### src/rtl/tga_psd_pkg.sv
`timescale 1ns / 1ps
// ----------------------------------------------------------------------------
// TGA pixel stream decoder package
// Shared types and constants: configuration register indexes, pixel format
// codes and the RGBA pixel structure.
// ----------------------------------------------------------------------------
package tga_psd_pkg;

    // Configuration register indexes.
    typedef enum logic [1:0] {
        CFG_COMPRESSED_MODE = 2'd0,
        CFG_BYTES_PER_PIXEL = 2'd1,
        CFG_TOTAL_PIXELS    = 2'd2
    } cfg_index_t;

    // Stored pixel formats.
    localparam logic [2:0] BPP_555  = 3'd2;
    localparam logic [2:0] BPP_BGR  = 3'd3;
    localparam logic [2:0] BPP_BGRA = 3'd4;

    // Reset values of the configuration registers.
    localparam logic        RST_COMPRESSED_MODE = 1'b0;
    localparam logic [2:0]  RST_BYTES_PER_PIXEL = BPP_BGRA;
    localparam logic [31:0] RST_TOTAL_PIXELS    = 32'd1;

    localparam logic [7:0] COMP_FULL = 8'hff;

    typedef struct packed {
        logic [7:0] alpha;
        logic [7:0] blue;
        logic [7:0] green;
        logic [7:0] red;
    } rgba_t;

endpackage

### src/rtl/tga_psd_pixel_unpack.sv
`timescale 1ns / 1ps
// ----------------------------------------------------------------------------
// TGA pixel unpacker
// Turns the collected little-endian bytes of one stored pixel plus its final
// byte into an RGBA8 pixel for the configured format.
// ----------------------------------------------------------------------------
module tga_psd_pixel_unpack
(
    input  logic [2:0]          bytes_per_pixel,
    input  logic [23:0]         pixel_bytes,
    input  logic [7:0]          last_byte,
    output tga_psd_pkg::rgba_t  pixel
);

    logic [7:0] b0;
    logic [7:0] b1;
    logic [7:0] b2;

    assign b0 = pixel_bytes[7:0];
    assign b1 = pixel_bytes[15:8];
    assign b2 = pixel_bytes[23:16];

    always_comb
    begin
        unique case (bytes_per_pixel)
            tga_psd_pkg::BPP_555:
            begin
                // 5-5-5 in a little-endian 16-bit word, each channel widened by three bits.
                pixel.red   = {last_byte[6:2], 3'b000};
                pixel.green = {last_byte[1:0], b0[7:5], 3'b000};
                pixel.blue  = {b0[4:0], 3'b000};
                pixel.alpha = tga_psd_pkg::COMP_FULL;
            end
            tga_psd_pkg::BPP_BGR:
            begin
                pixel.red   = last_byte;
                pixel.green = b1;
                pixel.blue  = b0;
                pixel.alpha = tga_psd_pkg::COMP_FULL;
            end
            tga_psd_pkg::BPP_BGRA:
            begin
                pixel.red   = b2;
                pixel.green = b1;
                pixel.blue  = b0;
                pixel.alpha = last_byte;
            end
            default:
            begin
                // Unsupported formats decode to a fixed yellow marker pixel.
                pixel.red   = tga_psd_pkg::COMP_FULL;
                pixel.green = tga_psd_pkg::COMP_FULL;
                pixel.blue  = 8'h00;
                pixel.alpha = tga_psd_pkg::COMP_FULL;
            end
        endcase
    end

endmodule

### src/rtl/tga_pixel_stream_decoder.sv
`timescale 1ns / 1ps
// ----------------------------------------------------------------------------
// TGA pixel stream decoder
// Decodes the pixel data section of a TGA image, raw or run-length coded,
// into RGBA8 pixels with a repeat count.
// ----------------------------------------------------------------------------
// Usage:
// The slave stream takes one byte of pixel data per word in tdata, with
// tuser set on the first byte of an image to restart decoding. The master
// stream gives one word per decoded pixel; a run packet gives its pixel once
// with the repeat count, clipped to the pixels left in the image. tlast marks
// the word that completes the last pixel of the image, after which bytes are
// dropped until the next tuser.
// Configuration (mode, bytes per pixel, pixel count) is written through the
// cfg channel while the stream is idle; cfg_ready is always high. A new pixel
// count takes effect at the next image start; mode and format are used live.
// Timing: one byte is accepted every cycle while no pixel word is stalled. A
// pixel appears on the master side in the cycle after its last byte is accepted,
// from one output register. While a word waits there and the receiver stalls,
// s_axis_tready is low whatever the next byte is, so header and inner pixel
// bytes wait as well until the word is taken. s_axis_tready follows
// m_axis_tready directly, so a word taken in a cycle frees room for a byte
// in the same cycle.
// Reset clears the decoding state, sets the configuration to uncompressed,
// four bytes per pixel and one pixel, and empties the output register.
// ----------------------------------------------------------------------------
module tga_pixel_stream_decoder
(
    input  logic        clk,
    input  logic        rst_n,

    // Configuration write channel.
    input  logic        cfg_valid,
    output logic        cfg_ready,
    input  logic [1:0]  cfg_index,
    input  logic [31:0] cfg_data,

    // Byte input stream.
    input  logic        s_axis_tvalid,
    output logic        s_axis_tready,
    input  logic [7:0]  s_axis_tdata,   // [7:0] data_byte
    input  logic        s_axis_tuser,   // [0] start_image

    // Pixel output stream.
    output logic        m_axis_tvalid,
    input  logic        m_axis_tready,
    output logic [39:0] m_axis_tdata,   // [7:0] red, [15:8] green, [23:16] blue,
                                        // [31:24] alpha, [39:32] repeat_count
    output logic        m_axis_tlast    // image_done
);

    // Configuration registers.
    logic        compressed_mode_reg;
    logic [2:0]  bytes_per_pixel_reg;
    logic [31:0] total_pixels_reg;

    // Decoding state.
    logic        expect_header_reg, expect_header_next;
    logic [1:0]  byte_position_reg, byte_position_next;
    logic [23:0] pixel_bytes_reg, pixel_bytes_next;
    logic [7:0]  packet_left_reg, packet_left_next;
    logic        packet_is_run_reg, packet_is_run_next;
    logic [31:0] pixels_remaining_reg, pixels_remaining_next;

    // Output register.
    logic        m_valid_reg;
    logic [39:0] m_data_reg, m_data_next;
    logic        m_last_reg, m_last_next;

    // State as seen by the current byte, after an optional restart.
    logic        cur_expect_header;
    logic [1:0]  cur_byte_position;
    logic [23:0] cur_pixel_bytes;
    logic [7:0]  cur_packet_left;
    logic        cur_packet_is_run;
    logic [31:0] cur_pixels_remaining;

    logic        in_accept;
    logic        emit;
    logic [2:0]  pixel_size;
    logic [7:0]  data_byte;
    logic [7:0]  run_count;
    logic [7:0]  count;
    tga_psd_pkg::rgba_t pixel;

    assign cfg_ready     = 1'b1;
    assign s_axis_tready = ~m_valid_reg | m_axis_tready;
    assign in_accept     = s_axis_tvalid & s_axis_tready;
    assign data_byte     = s_axis_tdata;

    assign m_axis_tvalid = m_valid_reg;
    assign m_axis_tdata  = m_data_reg;
    assign m_axis_tlast  = m_last_reg;

    // Configuration writes; indexes past the list are ignored.
    always_ff @(posedge clk or negedge rst_n)
    begin
        if (!rst_n)
        begin
            compressed_mode_reg <= tga_psd_pkg::RST_COMPRESSED_MODE;
            bytes_per_pixel_reg <= tga_psd_pkg::RST_BYTES_PER_PIXEL;
            total_pixels_reg    <= tga_psd_pkg::RST_TOTAL_PIXELS;
        end
        else if (cfg_valid && cfg_ready)
        begin
            unique case (cfg_index)
                tga_psd_pkg::CFG_COMPRESSED_MODE: compressed_mode_reg <= cfg_data[0];
                tga_psd_pkg::CFG_BYTES_PER_PIXEL: bytes_per_pixel_reg <= cfg_data[2:0];
                tga_psd_pkg::CFG_TOTAL_PIXELS:    total_pixels_reg    <= cfg_data;
                default:
                begin
                end
            endcase
        end
    end

    // A start byte sees freshly restarted state built from the live configuration.
    always_comb
    begin
        if (s_axis_tuser)
        begin
            cur_expect_header    = compressed_mode_reg;
            cur_byte_position    = 2'd0;
            cur_pixel_bytes      = 24'd0;
            cur_packet_left      = 8'd0;
            cur_packet_is_run    = 1'b0;
            cur_pixels_remaining = total_pixels_reg;
        end
        else
        begin
            cur_expect_header    = expect_header_reg;
            cur_byte_position    = byte_position_reg;
            cur_pixel_bytes      = pixel_bytes_reg;
            cur_packet_left      = packet_left_reg;
            cur_packet_is_run    = packet_is_run_reg;
            cur_pixels_remaining = pixels_remaining_reg;
        end
    end

    // Unsupported formats take one byte per pixel.
    assign pixel_size = (bytes_per_pixel_reg >= tga_psd_pkg::BPP_555 &&
                         bytes_per_pixel_reg <= tga_psd_pkg::BPP_BGRA) ?
                        bytes_per_pixel_reg : 3'd1;

    tga_psd_pixel_unpack u_unpack
    (
        .bytes_per_pixel (bytes_per_pixel_reg),
        .pixel_bytes     (cur_pixel_bytes),
        .last_byte       (data_byte),
        .pixel           (pixel)
    );

    // A run is clipped to the pixels that are still left in the image.
    assign run_count = (cur_pixels_remaining < {24'd0, cur_packet_left}) ?
                       cur_pixels_remaining[7:0] : cur_packet_left;

    always_comb
    begin
        expect_header_next    = cur_expect_header;
        byte_position_next    = cur_byte_position;
        pixel_bytes_next      = cur_pixel_bytes;
        packet_left_next      = cur_packet_left;
        packet_is_run_next    = cur_packet_is_run;
        pixels_remaining_next = cur_pixels_remaining;
        emit                  = 1'b0;
        count                 = 8'd1;

        if (cur_pixels_remaining == 32'd0)
        begin
            // Image complete: the byte is dropped.
        end
        else if (compressed_mode_reg && (cur_expect_header || cur_packet_left == 8'd0))
        begin
            // Packet header: low seven bits hold the count minus one, top bit the run flag.
            packet_left_next   = {1'b0, data_byte[6:0]} + 8'd1;
            packet_is_run_next = data_byte[7];
            expect_header_next = 1'b0;
            byte_position_next = 2'd0;
            pixel_bytes_next   = 24'd0;
        end
        else if ({1'b0, cur_byte_position} + 3'd1 < pixel_size)
        begin
            case (cur_byte_position)
                2'd0:    pixel_bytes_next[7:0]   = data_byte;
                2'd1:    pixel_bytes_next[15:8]  = data_byte;
                2'd2:    pixel_bytes_next[23:16] = data_byte;
                default: pixel_bytes_next        = cur_pixel_bytes;
            endcase
            byte_position_next = cur_byte_position + 2'd1;
        end
        else
        begin
            emit = 1'b1;
            if (compressed_mode_reg)
            begin
                if (cur_packet_is_run)
                begin
                    count            = run_count;
                    packet_left_next = 8'd0;
                end
                else
                begin
                    packet_left_next = cur_packet_left - 8'd1;
                end
                if (packet_left_next == 8'd0)
                begin
                    expect_header_next = 1'b1;
                end
            end
            pixels_remaining_next = cur_pixels_remaining - {24'd0, count};
            byte_position_next    = 2'd0;
            pixel_bytes_next      = 24'd0;
        end
    end

    assign m_data_next = {count, pixel.alpha, pixel.blue, pixel.green, pixel.red};
    assign m_last_next = (pixels_remaining_next == 32'd0);

    always_ff @(posedge clk or negedge rst_n)
    begin
        if (!rst_n)
        begin
            expect_header_reg    <= tga_psd_pkg::RST_COMPRESSED_MODE;
            byte_position_reg    <= 2'd0;
            pixel_bytes_reg      <= 24'd0;
            packet_left_reg      <= 8'd0;
            packet_is_run_reg    <= 1'b0;
            pixels_remaining_reg <= tga_psd_pkg::RST_TOTAL_PIXELS;
        end
        else if (in_accept)
        begin
            expect_header_reg    <= expect_header_next;
            byte_position_reg    <= byte_position_next;
            pixel_bytes_reg      <= pixel_bytes_next;
            packet_left_reg      <= packet_left_next;
            packet_is_run_reg    <= packet_is_run_next;
            pixels_remaining_reg <= pixels_remaining_next;
        end
    end

    always_ff @(posedge clk or negedge rst_n)
    begin
        if (!rst_n)
        begin
            m_valid_reg <= 1'b0;
        end
        else if (in_accept && emit)
        begin
            m_valid_reg <= 1'b1;
        end
        else if (m_axis_tready)
        begin
            m_valid_reg <= 1'b0;
        end
    end

    always_ff @(posedge clk)
    begin
        if (in_accept && emit)
        begin
            m_data_reg <= m_data_next;
            m_last_reg <= m_last_next;
        end
    end

endmodule

### config.mk
export PLATFORM = sky130hd
export DESIGN_NAME = tga_pixel_stream_decoder
export DESIGN_NICKNAME = d
export VERILOG_FILES = /design/src/rtl/tga_psd_pkg.sv /design/src/rtl/tga_psd_pixel_unpack.sv /design/src/rtl/tga_pixel_stream_decoder.sv
export SDC_FILE = /design/constraint.sdc
export NUM_CORES = 1
export LEC_CHECK = 0
export BUFFER_PORTS_ARGS = -buffer_cell sky130_fd_sc_hd__buf_2
export CAP_MARGIN = 20
export CORE_MARGIN = 4
export CORE_UTILIZATION = 50
export DETAILED_ROUTE_END_ITERATION = 8
export GPL_TIMING_DRIVEN = 0
export PLACE_DENSITY_LB_ADDON = 0.3
export SKIP_LAST_GASP = 1
export SYNTH_ARGS = -nofsm -noshare
export SYNTH_HDL_FRONTEND = slang
export SYNTH_SLANG_ARGS = --single-unit
### constraint.sdc
create_clock -name clk -period 11.5 [get_ports clk]
set_input_delay 1.15 -clock clk [delete_from_list [all_inputs] [get_ports clk]]
set_output_delay 1.15 -clock clk [all_outputs]
set_load 0.02 [all_outputs]
==> summary by stage, run 1 <==
Clock network
TritonCTS built the clock tree. The number of resized instances in the post-cts repair step is 0. The H-tree was split into 4 levels. The clock latency on the worst-skew pair is 0.44 ns. The clock net in this run drives a total of 146 sinks. In this run, post-CTS hold repair placed 0 buffers. Clock-pin slew was measured on the worst setup and hold paths at 0.07 ns. The maximum buffer depth of the clock tree is 2.

Clock tree synthesis selected as its root buffer the cell sky130_fd_sc_hd__clkbuf_16. The number of buffers inserted during clock tree synthesis is 17. The number of buffers added for setup after CTS is 0.

Die
In this run the horizontal extent of the chip is 142.0 um. The floorplan has 48 rows. The initial cell density of the core is 51.51%. The top-level port count is 92. From bottom edge to top edge, the die measures 142.0 um. The region available for standard cell placement spans 0.01742 mm^2. The die area is 0.02015 mm^2.

Logic synthesis
After technology mapping, the gate count stands at 909. The flip-flop and latch count after synthesis is 146. The most frequently used flop master after synthesis is sky130_fd_sc_hd__dfrtp_1. The share of the yosys chip area belonging to registers is 43.05%. The post-synth design cell area is 0.008971 mm^2. The total number of yosys warnings is 0. In this run, synthesis inferred 41 flip-flops with an integrated enable.

Counting flops with an async set or reset pin after synthesis yields a share of 71.92%. After synthesis, the netlist uses 89 different library cells. The number of nets in the synthesized netlist is 982. The average cell area after synthesis is 9.869 um^2.

STA
The worst-case clock skew is 0.01429 ns. Static timing analysis puts the maximum clock frequency at 99.12 MHz. The hold slack is 0.5047 ns.

The worst path setup slack after routing is 1.411 ns. The total count of max-transition violations in the final report is 0. The total count of hold-check failures in the final report is 0. Summed over all failing endpoints, the final setup total negative slack is 0 ns. In this run the tightest slew margin relative to its limit is 31.31%. Setup violations remaining at the end of the flow were counted as 0. At the pin with the least slew margin, the transition time is 1.022 ns.

The post-route minimum period is 10.09 ns. Setup repair after global routing left no endpoint under its margin. The worst path uses 87.73% of the clock period.

Critical path
For flop-to-flop paths, the worst setup slack is 4.85 ns. The required time at the worst-slack endpoint is 11.71 ns. Of all nets on the critical path, the largest fanout is 10. For the worst setup path, the data arrival time is 10.30 ns. STA classifies the critical path endpoint as a flop. The worst reg2reg path depth is 16. The start-to-end type of the worst setup path is input port to flop.

STA classifies the critical path startpoint as an input port. The critical register-to-register path endpoint is m_axis_tlast. The worst register-to-register path begins at total_pixels_reg[9].

Cells and area
The number of flip-flops in the largest register is 40. The layout overhead on the synthesized area is 15.23%. The repair_antennas step left the layout with diodes totalling 0. In the final design database the tool counted 1088 nets.

In the final layout, the share of cells above drive strength 1 is 21.21%. The number of inserted filler cells in the final layout is 1520.

Placement
The sum of net half-perimeters after detailed placement is 19290 um. At the placement stage, the worst setup path has a slack of 1.193 ns. The count of input and output buffers is 84. The last weighted congestion value of the routability-driven placer is 0.9942.

Min path
The worst hold path was traced through 2 stages. The worst hold path begins at packet_left_reg[1]. The worst min-delay path class is flop to flop.

The end point of the most critical hold path is packet_left_reg[1].

Global route
The first global-routing pass estimated 42300 um of wire. The number of global-route vias before repair is 7577. Global routing finished with a remaining overflow of 0.

For this run, the total global-route usage over all layers was measured as 27.11%. The initial antenna violation count is 0. Entering global routing, the biggest net connects 66 pins.

Power and ir drop
The maximum VDD drop is 0.1214 mV. Power spread over the standard cell area amounts to 218.5 mW/mm^2. In this run the static leakage power is 4.270 nW.

Route
Once detail routing completed, the nets flagged for antenna violations numbered 0. The via count normalized by instance count is 6.276. The number of DRC markers in iteration 0 is 882.

For this run, design rule violations remaining after detail routing come to 0. The total vias in the final route is 7864. The final wirelength is 26970 um. The detailed-routing iteration count for the pre-antenna-repair pass is 6.

The per-cell routed wire length is 21.52 um.

Status
The run finished with clean final reports.

Job
The tool flagged a number of max-cap violations equal to 0.
final cells by class:
cell class / count / area [um^2] / area share (%)
plain buffers: 55 / 256.5 / 2.481
clock buffers: 17 / 425.4 / 4.115
clock inverters: 15 / 173.9 / 1.682
inverters: 20 / 75.07 / 0.7262
multi-input cells: 688 / 4785 / 46.28
flip-flops and latches: 146 / 3862 / 37.36
well taps: 225 / 281.5 / 2.723
repair buffers: 87 / 478.0 / 4.624
Yosys cell counts, types with 6 or more instances:
| cell | number | area, um^2 |
|---|---|---|
| sky130_fd_sc_hd__xor2_1 | 23 | 201.4 |
| sky130_fd_sc_hd__o31ai_1 | 10 | 75.07 |
| sky130_fd_sc_hd__nor2_1 | 54 | 202.7 |
| sky130_fd_sc_hd__mux2_2 | 53 | 596.8 |
| sky130_fd_sc_hd__and2_1 | 7 | 43.79 |
| sky130_fd_sc_hd__buf_2 | 8 | 40.04 |
| sky130_fd_sc_hd__nand3_1 | 17 | 85.08 |
| sky130_fd_sc_hd__dfrtp_1 | 102 | 2552 |
| sky130_fd_sc_hd__nand2b_1 | 16 | 100.1 |
| sky130_fd_sc_hd__nor3b_1 | 9 | 67.56 |
| sky130_fd_sc_hd__a21o_1 | 6 | 45.04 |
| sky130_fd_sc_hd__o21ai_0 | 53 | 265.3 |
| sky130_fd_sc_hd__mux2i_1 | 33 | 330.3 |
| sky130_fd_sc_hd__edfxtp_1 | 41 | 1231 |
| sky130_fd_sc_hd__xnor2_1 | 15 | 131.4 |
| sky130_fd_sc_hd__a21oi_1 | 62 | 310.3 |
| sky130_fd_sc_hd__ha_1 | 24 | 300.3 |
| sky130_fd_sc_hd__nor4_1 | 13 | 81.33 |
| sky130_fd_sc_hd__o21a_1 | 6 | 45.04 |
| sky130_fd_sc_hd__and3_1 | 17 | 106.4 |
| sky130_fd_sc_hd__inv_1 | 18 | 67.56 |
| sky130_fd_sc_hd__nand2_1 | 88 | 330.3 |
| sky130_fd_sc_hd__nor2b_1 | 9 | 56.30 |
| sky130_fd_sc_hd__nor3_1 | 25 | 125.1 |
| sky130_fd_sc_hd__clkbuf_1 | 37 | 138.9 |
| sky130_fd_sc_hd__a22o_1 | 29 | 254.0 |
| sky130_fd_sc_hd__o22ai_1 | 6 | 37.54 |
| sky130_fd_sc_hd__a22oi_1 | 7 | 52.55 |
| sky130_fd_sc_hd__or3_1 | 10 | 62.56 |
worst max path at each step:
stage	startpoint	endpoint	slack, ns
after global routing	s_axis_tuser	m_axis_tlast	1.00
after floorplan	s_axis_tuser	m_axis_tlast	3.48
after global placement	s_axis_tuser	m_axis_tlast	1.18
final	s_axis_tuser	m_axis_tlast	1.41
after detailed placement	s_axis_tuser	m_axis_tlast	1.19
after CTS	s_axis_tuser	m_axis_tlast	1.60
cell usage in the layout (no fill, tap or decap), types with 6 or more instances in the layout:
cell,instances
sky130_fd_sc_hd__a21o_1,6
sky130_fd_sc_hd__a21oi_1,62
sky130_fd_sc_hd__a22o_1,29
sky130_fd_sc_hd__a22oi_1,7
sky130_fd_sc_hd__and2_1,7
sky130_fd_sc_hd__and3_1,17
sky130_fd_sc_hd__buf_2,91
sky130_fd_sc_hd__clkbuf_1,37
sky130_fd_sc_hd__clkbuf_16,17
sky130_fd_sc_hd__dfrtp_1,102
sky130_fd_sc_hd__edfxtp_1,41
sky130_fd_sc_hd__ha_1,24
sky130_fd_sc_hd__inv_1,18
sky130_fd_sc_hd__mux2_2,53
sky130_fd_sc_hd__mux2i_1,33
sky130_fd_sc_hd__nand2_1,88
sky130_fd_sc_hd__nand2b_1,16
sky130_fd_sc_hd__nand3_1,17
sky130_fd_sc_hd__nor2_1,53
sky130_fd_sc_hd__nor2b_1,9
sky130_fd_sc_hd__nor3_1,25
sky130_fd_sc_hd__nor3b_1,9
sky130_fd_sc_hd__nor4_1,13
sky130_fd_sc_hd__o21a_1,6
sky130_fd_sc_hd__o21ai_0,53
sky130_fd_sc_hd__o22ai_1,6
sky130_fd_sc_hd__o31ai_1,10
sky130_fd_sc_hd__or3_1,10
sky130_fd_sc_hd__xnor2_1,15
sky130_fd_sc_hd__xor2_1,23
metal layers:
metal / GRT usage [%] / vias to the layer above / wire (um)
li1: - / 3580 / -
met4: 13.23 / 0 / 1042
met1: 37.38 / 3809 / 11560
met5: 0 / - / 0
met2: 41.24 / 406 / 12120
met3: 5.276 / 69 / 2252
logic make-up after synthesis:
kind of cell / after synthesis / synth area share [%]
compound gates: 224 / 16.72
xor+xnor: 38 / 3.710
fa+ha+maj: 26 / 3.682
buf+inv: 75 / 3.696
flops: 146 / 43.05
mux: 86 / 10.33
other cells: 1 / 0.04180
simple gates: 313 / 18.76
power by group:
group / switching [mW] / leakage, nW / total [mW] / internal [mW]
combinational: 0.554 / 2.30 / 0.894 / 0.340
sequential: 0.123 / 1.67 / 0.805 / 0.681
clock: 0.267 / 0.294 / 0.560 / 0.294
critical path: stages:
cell and delay [ns]:
sky130_fd_sc_hd__buf_6 0.11, sky130_fd_sc_hd__buf_6 0.16, sky130_fd_sc_hd__buf_2 0.24, sky130_fd_sc_hd__buf_2 0.32
sky130_fd_sc_hd__buf_2 0.38, sky130_fd_sc_hd__clkbuf_8 0.29, sky130_fd_sc_hd__buf_2 0.33, sky130_fd_sc_hd__buf_1 0.70
sky130_fd_sc_hd__clkbuf_1 0.83, sky130_fd_sc_hd__mux2i_1 0.42, sky130_fd_sc_hd__inv_1 0.12, sky130_fd_sc_hd__ha_1 0.21
sky130_fd_sc_hd__a21o_1 0.16, sky130_fd_sc_hd__a21oi_1 0.18, sky130_fd_sc_hd__nand3_1 0.17, sky130_fd_sc_hd__nor3_4 0.51
sky130_fd_sc_hd__mux2_2 0.42, sky130_fd_sc_hd__nand2_1 0.11, sky130_fd_sc_hd__ha_1 0.16, sky130_fd_sc_hd__inv_1 0.05
sky130_fd_sc_hd__fa_1 0.40, sky130_fd_sc_hd__a21o_1 0.19, sky130_fd_sc_hd__a221oi_1 0.49, sky130_fd_sc_hd__a21oi_1 0.30
sky130_fd_sc_hd__or4_2 0.73, sky130_fd_sc_hd__a2bb2o_4 0.22, sky130_fd_sc_hd__or4_4 0.54, sky130_fd_sc_hd__nor4_2 0.37
metrics by stage:
step                power, mW  instance area, um^2  util [%]  std cells
floorplan               1.402                 8971         -        909
global placement        1.657                 9673     55.54       1218
detailed placement      1.675                 9731     55.87       1220
CTS                     2.236                10330     59.31       1252
global route            2.381                10340     59.35       1253
finish                  2.259                10340     59.35       1253
(Power assumes the default switching activity.)
==> inputs of run 2 (changes only) <==
--- a/config.mk
+++ b/config.mk
@@ -11,7 +11,7 @@
 export CORE_UTILIZATION = 50
 export DETAILED_ROUTE_END_ITERATION = 8
 export GPL_TIMING_DRIVEN = 0
-export PLACE_DENSITY_LB_ADDON = 0.3
+export PLACE_DENSITY = 0.71
 export SKIP_LAST_GASP = 1
 export SYNTH_ARGS = -nofsm -noshare
 export SYNTH_HDL_FRONTEND = slang
==> run 2 against run 1 <==
  * Non-clock buffer count stayed put
  * Cell count stayed put
  * First-iteration DRC count is 12% lower
  * Combinational power hardly changed
  * Sequential share of layout area is 0.068 points lower
  * Clock skew is 0.0033 ns lower
  * Core utilization is 0.11 points higher
  * Via count is 1.0% higher
  * Highest routed layer is now met5
==> summary by stage, run 2 (same netlist as run 1, synthesis figures left out) <==
Critical path
The data arrival time of the critical path is 10.41 ns (was 10.30 ns). The peak per-stage delay on the critical path is 0.80 ns (was 0.83 ns). The required time at the worst-slack endpoint is 11.71 ns (about the same). The critical register-to-register path endpoint was m_axis_tlast (unchanged). The start-to-end type of the worst setup path was input port to flop (unchanged). The critical path endpoint category is a flop (unchanged). The worst reg2reg path depth came to 17 (was 16). The critical register-to-register path startpoint is total_pixels_reg[9] (unchanged).

The startpoint type of the worst setup path is an input port (unchanged). The internal reg-to-reg setup slack came to 4.68 ns (was 4.85 ns). The peak fanout along the critical path is 10 (unchanged). The highest-delay cell along the critical path is sky130_fd_sc_hd__clkbuf_1 (unchanged). The library cell appearing most often on the critical path is sky130_fd_sc_hd__buf_2 (unchanged).

STA
The transition time at the pin with the least slew margin is 1.067 ns (was 1.022 ns). The top achievable clock speed is 98.08 MHz (was 99.12 MHz). The remaining max-slew budget at the tightest pin came to 28.29% (was 31.31%). The hold slack is 0.4832 ns (was 0.5047 ns). The setup TNS is 0 ns (unchanged). The worst-case clock skew is 0.01100 ns (was 0.01429 ns). Setup repair after global routing missed its margin: false (unchanged). The total count of hold-check failures in the final report is 0 (unchanged).

The worst path setup slack after routing is 1.304 ns (was 1.411 ns). The post-route minimum period came to 10.20 ns (was 10.09 ns). The share of the clock period used by the worst path is 88.66% (was 87.73%). The final count of negative-setup-slack endpoints is 0 (unchanged).

The total count of max-transition violations in the final report was 0 (unchanged).

Power and ir drop
The maximum VDD drop is 0.1224 mV (was 0.1214 mV). The total power is 2.288 mW (was 2.259 mW). The power per cell area is 221.0 mW/mm^2 (was 218.5 mW/mm^2).

The leakage power summed over all cells is 4.281 nW (was 4.270 nW).

Status
Result of the run: complete, no violations (unchanged).

Route
The via count normalized by instance count is 6.339 (was 6.276). The final antenna-violating net count is 0 (unchanged). The total vias in the final route is 7943 (was 7864).

The number of DRC markers in iteration 0 is 775 (was 882). The remaining design rule violation count is 0 (unchanged). The final wirelength was 27460 um (was 26970 um). The detailed-routing iteration count for the pre-antenna-repair pass is 5 (was 6). The per-cell routed wire length came to 21.91 um (was 21.52 um).

Cells and area
The count of antenna diodes in the layout is 0 (unchanged). The area taken by flip-flops and latches is 0.003862 mm^2 (unchanged). The fraction of layout cells with a size suffix above 1 is 21.21% (unchanged).

The layout overhead on the synthesized area is 15.44% (was 15.23%). The area taken by multi-input logic gates is 0.004785 mm^2 (unchanged). The most common library cell in the layout ignoring fill and taps was sky130_fd_sc_hd__dfrtp_1 (unchanged). Commonest cells after routing, fill and taps aside: sky130_fd_sc_hd__dfrtp_1, sky130_fd_sc_hd__buf_2, sky130_fd_sc_hd__nand2_1, sky130_fd_sc_hd__a21oi_1 (unchanged). The number of inserted filler cells in the final layout is 1560 (was 1520). The net count of the finished layout is 1088 (unchanged). The number of flip-flops in the largest register is 40 (unchanged). The final instance count without filler cells is 1253 (unchanged).

Clock network
The hold buffer count at cts came to 0 (unchanged). The maximum buffer depth of the clock tree is 2 (unchanged). The clock latency on the worst-skew pair is 0.44 ns (about the same).

The clock tree root buffer cell is sky130_fd_sc_hd__clkbuf_16 (unchanged). The number of H-tree levels was 4 (unchanged). The clock-pin slew of the registers on the worst-case setup and hold paths is 0.07 ns (about the same). The total clock sinks was 146 (unchanged). The number of buffers added for setup after CTS is 0 (unchanged). The TritonCTS clock tree is done (unchanged). The number of buffers inserted during clock tree synthesis is 17 (unchanged). The number of resized instances in the post-cts repair step is 0 (unchanged).

Placement
The last weighted congestion value of the routability-driven placer was 0.9692 (was 0.9942). The count of input and output buffers is 84 (unchanged). The worst slack at placement is 1.134 ns (was 1.193 ns). The total instance count after detailed placement is 1220 (unchanged). The sum of net half-perimeters after detailed placement is 19910 um (was 19290 um).

Global route
The first-pass GRT wire length is 42680 um (was 42300 um). The total grt overflow is 0 (unchanged). The overall global routing resource usage is 27.48% (was 27.11%). The maximum number of pins on one net before global-route repair was 70 (was 66). The number of global-route vias before repair came to 7642 (was 7577).

The initial antenna violation count is 0 (unchanged).

Die
The die area is 0.02015 mm^2 (unchanged). The top-level port count is 92 (unchanged). The area of the core is 0.01742 mm^2 (unchanged). The die width is 142.0 um (unchanged). The initial cell density of the core is 51.51% (unchanged). The site row count is 48 (unchanged). The overall die height is 142.0 um (unchanged).

Min path
The end point of the most critical hold path is pixels_remaining_reg[25] (was packet_left_reg[1]). The hold path startpoint is pixels_remaining_reg[25] (was packet_left_reg[1]). The depth of the worst hold-timing path is 2 (unchanged). The worst min-delay path class was flop to flop (unchanged).

Job
The max capacitance violation total came to 0 (unchanged).
-- run 2: worst max-delay path by stage --
| stage | to | cells past startpoint | startpoint |
|---|---|---|---|
| 2_1_floorplan | m_axis_tlast | 29 | s_axis_tuser |
| 3_3_place_gp | m_axis_tlast | 28 | s_axis_tuser |
| 3_5_place_dp | m_axis_tlast | 29 | s_axis_tuser |
| 4_1_cts | m_axis_tlast | 29 | s_axis_tuser |
| 5_1_grt | m_axis_tlast | 29 | s_axis_tuser |
| 6_report | m_axis_tlast | 29 | s_axis_tuser |
-- run 2: layout make-up --
class	count	share of cell area [%]
Inverter	20	0.7249
Clock buffer	17	4.108
Multi-Input combinational cell	688	46.20
Buffer	55	2.477
Clock inverter	15	1.885
Sequential cell	146	37.30
Tap cell	225	2.718
Timing Repair Buffer	87	4.591
-- run 2: layer usage --
metal	share of wire (%)	track usage (%)
met1	42	37.35
met2	46	42.94
met3	8.4	5.376
met4	3.9	12.32
met5	0.16	0
-- run 2: through the flow --
stage / util (%) / cell area [um^2]
after floorplan: - / 8971
after detailed placement: 55.87 / 9731
final: 59.46 / 10360
after global placement: 55.54 / 9673
after CTS: 59.43 / 10350
after global routing: 59.46 / 10360
-- run 2: critical path: cells and delay by family --
kind            cells  cell delay (ns)
buf+inv            11             3.55
mux                 2             0.86
compound gates      7             1.95
fa+ha+maj           3             0.77
simple gates        6             2.07
-- run 2: report_power, final --
group          switching, mW  total, mW  leakage (nW)  internal [mW]
registers              0.125      0.806          1.67          0.682
logic                  0.557      0.897          2.30          0.340
clock network          0.254      0.585         0.305          0.331
total                  0.936       2.29          4.28           1.35
==> inputs of run 3 (changes only) <==
--- a/config.mk
+++ b/config.mk
@@ -8,10 +8,11 @@
 export BUFFER_PORTS_ARGS = -buffer_cell sky130_fd_sc_hd__buf_2
 export CAP_MARGIN = 20
 export CORE_MARGIN = 4
-export CORE_UTILIZATION = 50
+export CORE_UTILIZATION = 38
 export DETAILED_ROUTE_END_ITERATION = 8
 export GPL_TIMING_DRIVEN = 0
-export PLACE_DENSITY = 0.71
+export HOLD_SLACK_MARGIN = 0.1
+export PLACE_DENSITY = 0.57
 export SKIP_LAST_GASP = 1
 export SYNTH_ARGS = -nofsm -noshare
 export SYNTH_HDL_FRONTEND = slang
==> run 3 against run 2 <==
  * Non-clock buffer count increased by 1
  * First-iteration DRC count decreased by 22%
  * Final area increased by 1.2%
  * Via count decreased by 2.9%
  * Clock skew increased by 0.0052 ns
  * Hold slack improved by 0.013 ns
  * Core utilization decreased by 14 points
  * Setup slack improved by 0.050 ns
==> summary by stage, run 3 (same netlist as run 1, synthesis figures left out) <==
Status
Result of the run: complete, no violations (unchanged).

STA
The total count of hold-check failures in the final report is 0 (unchanged). The transition time at the pin with the least slew margin is 1.017 ns (was 1.067 ns). The hold slack is 0.4964 ns (was 0.4832 ns). The top achievable clock speed is 98.56 MHz (was 98.08 MHz). The share of the clock period used by the worst path is 88.23% (was 88.66%). Setup repair after global routing missed its margin: false (unchanged). The remaining max-slew budget at the tightest pin was 31.64% (was 28.29%).

The setup TNS is 0 ns (unchanged). The final count of negative-setup-slack endpoints is 0 (unchanged). The total count of max-transition violations in the final report is 0 (unchanged).

The worst-case clock skew is 0.01619 ns (was 0.01100 ns). The post-route minimum period came to 10.15 ns (was 10.20 ns).

Cells and area
The number of inserted filler cells in the final layout came to 2224 (was 1560). The number of flip-flops in the largest register is 40 (unchanged). The fraction of layout cells with a size suffix above 1 was 21.28% (was 21.21%). The count of antenna diodes in the layout is 0 (unchanged).

Commonest cells after routing, fill and taps aside: sky130_fd_sc_hd__dfrtp_1, sky130_fd_sc_hd__buf_2, sky130_fd_sc_hd__nand2_1, sky130_fd_sc_hd__a21oi_1 (unchanged). The final instance count without filler cells is 1342 (was 1253). The most common library cell in the layout ignoring fill and taps is sky130_fd_sc_hd__dfrtp_1 (unchanged). The layout overhead on the synthesized area came to 16.83% (was 15.44%). The net count of the finished layout is 1089 (was 1088).

Power and ir drop
The switching power summed over all nets is 0.9568 mW (was 0.9364 mW). The power per cell area came to 216.8 mW/mm^2 (was 221.0 mW/mm^2). The clock network fraction of total power is 25.1% (was 25.6%). The internal power is 1.316 mW (was 1.352 mW). The fraction of power spent switching nets is 42.10% (was 40.92%). The leakage power summed over all cells is 4.279 nW (was 4.281 nW). The part of the total power dissipated in sequential elements is 35.5% (was 35.2%). The relative contribution of combinational cells to total power came to 39.3% (was 39.2%). The maximum VDD drop is 0.1038 mV (was 0.1224 mV).

Clock network
The number of buffers inserted during clock tree synthesis was 17 (unchanged). The hold buffer count at cts is 0 (unchanged). The number of buffers added for setup after CTS is 0 (unchanged). The total clock sinks is 146 (unchanged). The clock-pin slew of the registers on the worst-case setup and hold paths is 0.07 ns (about the same). The clock latency on the worst-skew pair is 0.44 ns (about the same). The number of H-tree levels is 4 (unchanged). The number of resized instances in the post-cts repair step is 0 (unchanged). The TritonCTS clock tree is done (unchanged). The maximum buffer depth of the clock tree came to 2 (unchanged). The clock tree root buffer cell was sky130_fd_sc_hd__clkbuf_16 (unchanged).

Global route
The maximum number of pins on one net before global-route repair is 67 (was 70). The number of global-route vias before repair is 7523 (was 7642). The overall global routing resource usage came to 21.57% (was 27.48%). The initial antenna violation count is 0 (unchanged). The total grt overflow was 0 (unchanged). The first-pass GRT wire length is 43640 um (was 42680 um).

Die
The site row count is 55 (was 48). The area of the core was 0.02292 mm^2 (was 0.01742 mm^2). The die area is 0.02613 mm^2 (was 0.02015 mm^2).

The initial cell density of the core is 39.15% (was 51.51%). The overall die height is 161.7 um (was 142.0 um). The die width is 161.7 um (was 142.0 um). The top-level port count is 92 (unchanged).

Critical path
The highest-delay cell along the critical path is sky130_fd_sc_hd__buf_1 (was sky130_fd_sc_hd__clkbuf_1). The critical path endpoint category is a flop (unchanged). The required time at the worst-slack endpoint is 11.74 ns (was 11.71 ns). The peak per-stage delay on the critical path came to 0.73 ns (was 0.80 ns). The startpoint of the worst setup timing path is s_axis_tuser (unchanged). The library cell appearing most often on the critical path is sky130_fd_sc_hd__buf_2 (unchanged).

The startpoint type of the worst setup path is an input port (unchanged). The critical register-to-register path startpoint is total_pixels_reg[9] (unchanged). The start-to-end type of the worst setup path is input port to flop (unchanged). The peak fanout along the critical path is 10 (unchanged).

The data arrival time of the critical path is 10.39 ns (was 10.41 ns).

Route
The total vias in the final route is 7711 (was 7943). The remaining design rule violation count is 0 (unchanged). The met2 routed wirelength is 12960 um (was 12510 um).

The highest signal layer in the routed design is met4 (was met5). The final wirelength came to 28020 um (was 27460 um). The number of DRC markers in iteration 0 is 603 (was 775). The per-cell routed wire length is 20.88 um (was 21.91 um). The detailed-routing iteration count for the pre-antenna-repair pass is 6 (was 5). The sum of routed wire segments on met1 is 12300 um (was 11530 um).

The length of routed met3 wiring was 1866 um (was 2297 um). The final antenna-violating net count is 0 (unchanged). The via count normalized by instance count came to 5.746 (was 6.339).

Placement
The count of input and output buffers was 84 (unchanged). The last weighted congestion value of the routability-driven placer came to 0.9430 (was 0.9692). The sum of net half-perimeters after detailed placement came to 20460 um (was 19910 um). The total instance count after detailed placement is 1310 (was 1220).

Min path
The worst min-delay path class is flop to flop (unchanged). The hold path startpoint is pixels_remaining_reg[25] (unchanged).

Job
The max capacitance violation total is 0 (unchanged).
-- run 3: cell count changes in the layout (fill, tap and decap cells not counted) --
cell / change
sky130_fd_sc_hd__inv_6: +1
sky130_fd_sc_hd__bufinv_16: -2
sky130_fd_sc_hd__clkinvlp_4: +1
sky130_fd_sc_hd__clkinv_2: -1
sky130_fd_sc_hd__inv_8: -1
sky130_fd_sc_hd__clkinv_8: +5
sky130_fd_sc_hd__buf_12: +1
sky130_fd_sc_hd__clkinv_4: -3
-- run 3: power groups by stage --
| stage | registers, mW | clock network [mW] | logic, mW |
|---|---|---|---|
| final | 0.808 | 0.571 | 0.894 |
| after global routing | 0.823 | 0.604 | 0.976 |
| after CTS | 0.804 | 0.581 | 0.885 |
| after floorplan | 0.809 | 0 | 0.593 |
| after detailed placement | 0.814 | 0 | 0.879 |
| after global placement | 0.816 | 0 | 0.865 |
-- run 3: worst paths after layout --
path	end	slack, ns	depth (start not counted)
worst max-delay path	m_axis_tlast	1.35	29
worst min-delay path	pixels_remaining_reg[25]	0.50	2
worst max register to register	m_axis_tlast	4.71	17
worst min register to register	pixels_remaining_reg[25]	0.50	2
max in group asynchronous	pixel_bytes_reg[18]	10.28	3
min in group asynchronous	total_pixels_reg[20]	0.70	2
-- run 3: layout make-up --
cell class | instances | area [um^2] | area share (%)
Clock inverter | 15 | 190.2 | 1.814
Tap cell | 313 | 391.6 | 3.736
Clock buffer | 17 | 425.4 | 4.059
Inverter | 20 | 75.07 | 0.7162
Sequential cell | 146 | 3862 | 36.85
Timing Repair Buffer | 88 | 495.5 | 4.727
Buffer | 55 | 256.5 | 2.447
Multi-Input combinational cell | 688 | 4785 | 45.65
-- run 3: metrics by stage --
stage / power (mW) / utilization (%) / cell area (um^2) / worst slack, ns
after floorplan: 1.402 / - / 8971 / 3.482
after global placement: 1.682 / 42.69 / 9783 / 1.136
after detailed placement: 1.693 / 43.05 / 9866 / 1.053
after CTS: 2.271 / 45.74 / 10480 / 1.496
after global routing: 2.404 / 45.74 / 10480 / 1.130
final: 2.273 / 45.74 / 10480 / 1.354
-- run 3: routing by layer --
layer	track usage [%]	vias up
li1	-	3576
met1	29.48	3782
met2	34.51	303
met3	3.527	50
met4	8.497	0
met5	0	-
-- run 3: worst max-delay path, delay by kind of cell --
kind / cells / cell delay (ns)
fa+ha+maj: 3 / 0.76
compound gates: 7 / 2.05
simple gates: 6 / 2.15
buf+inv: 11 / 3.38
mux: 2 / 0.89
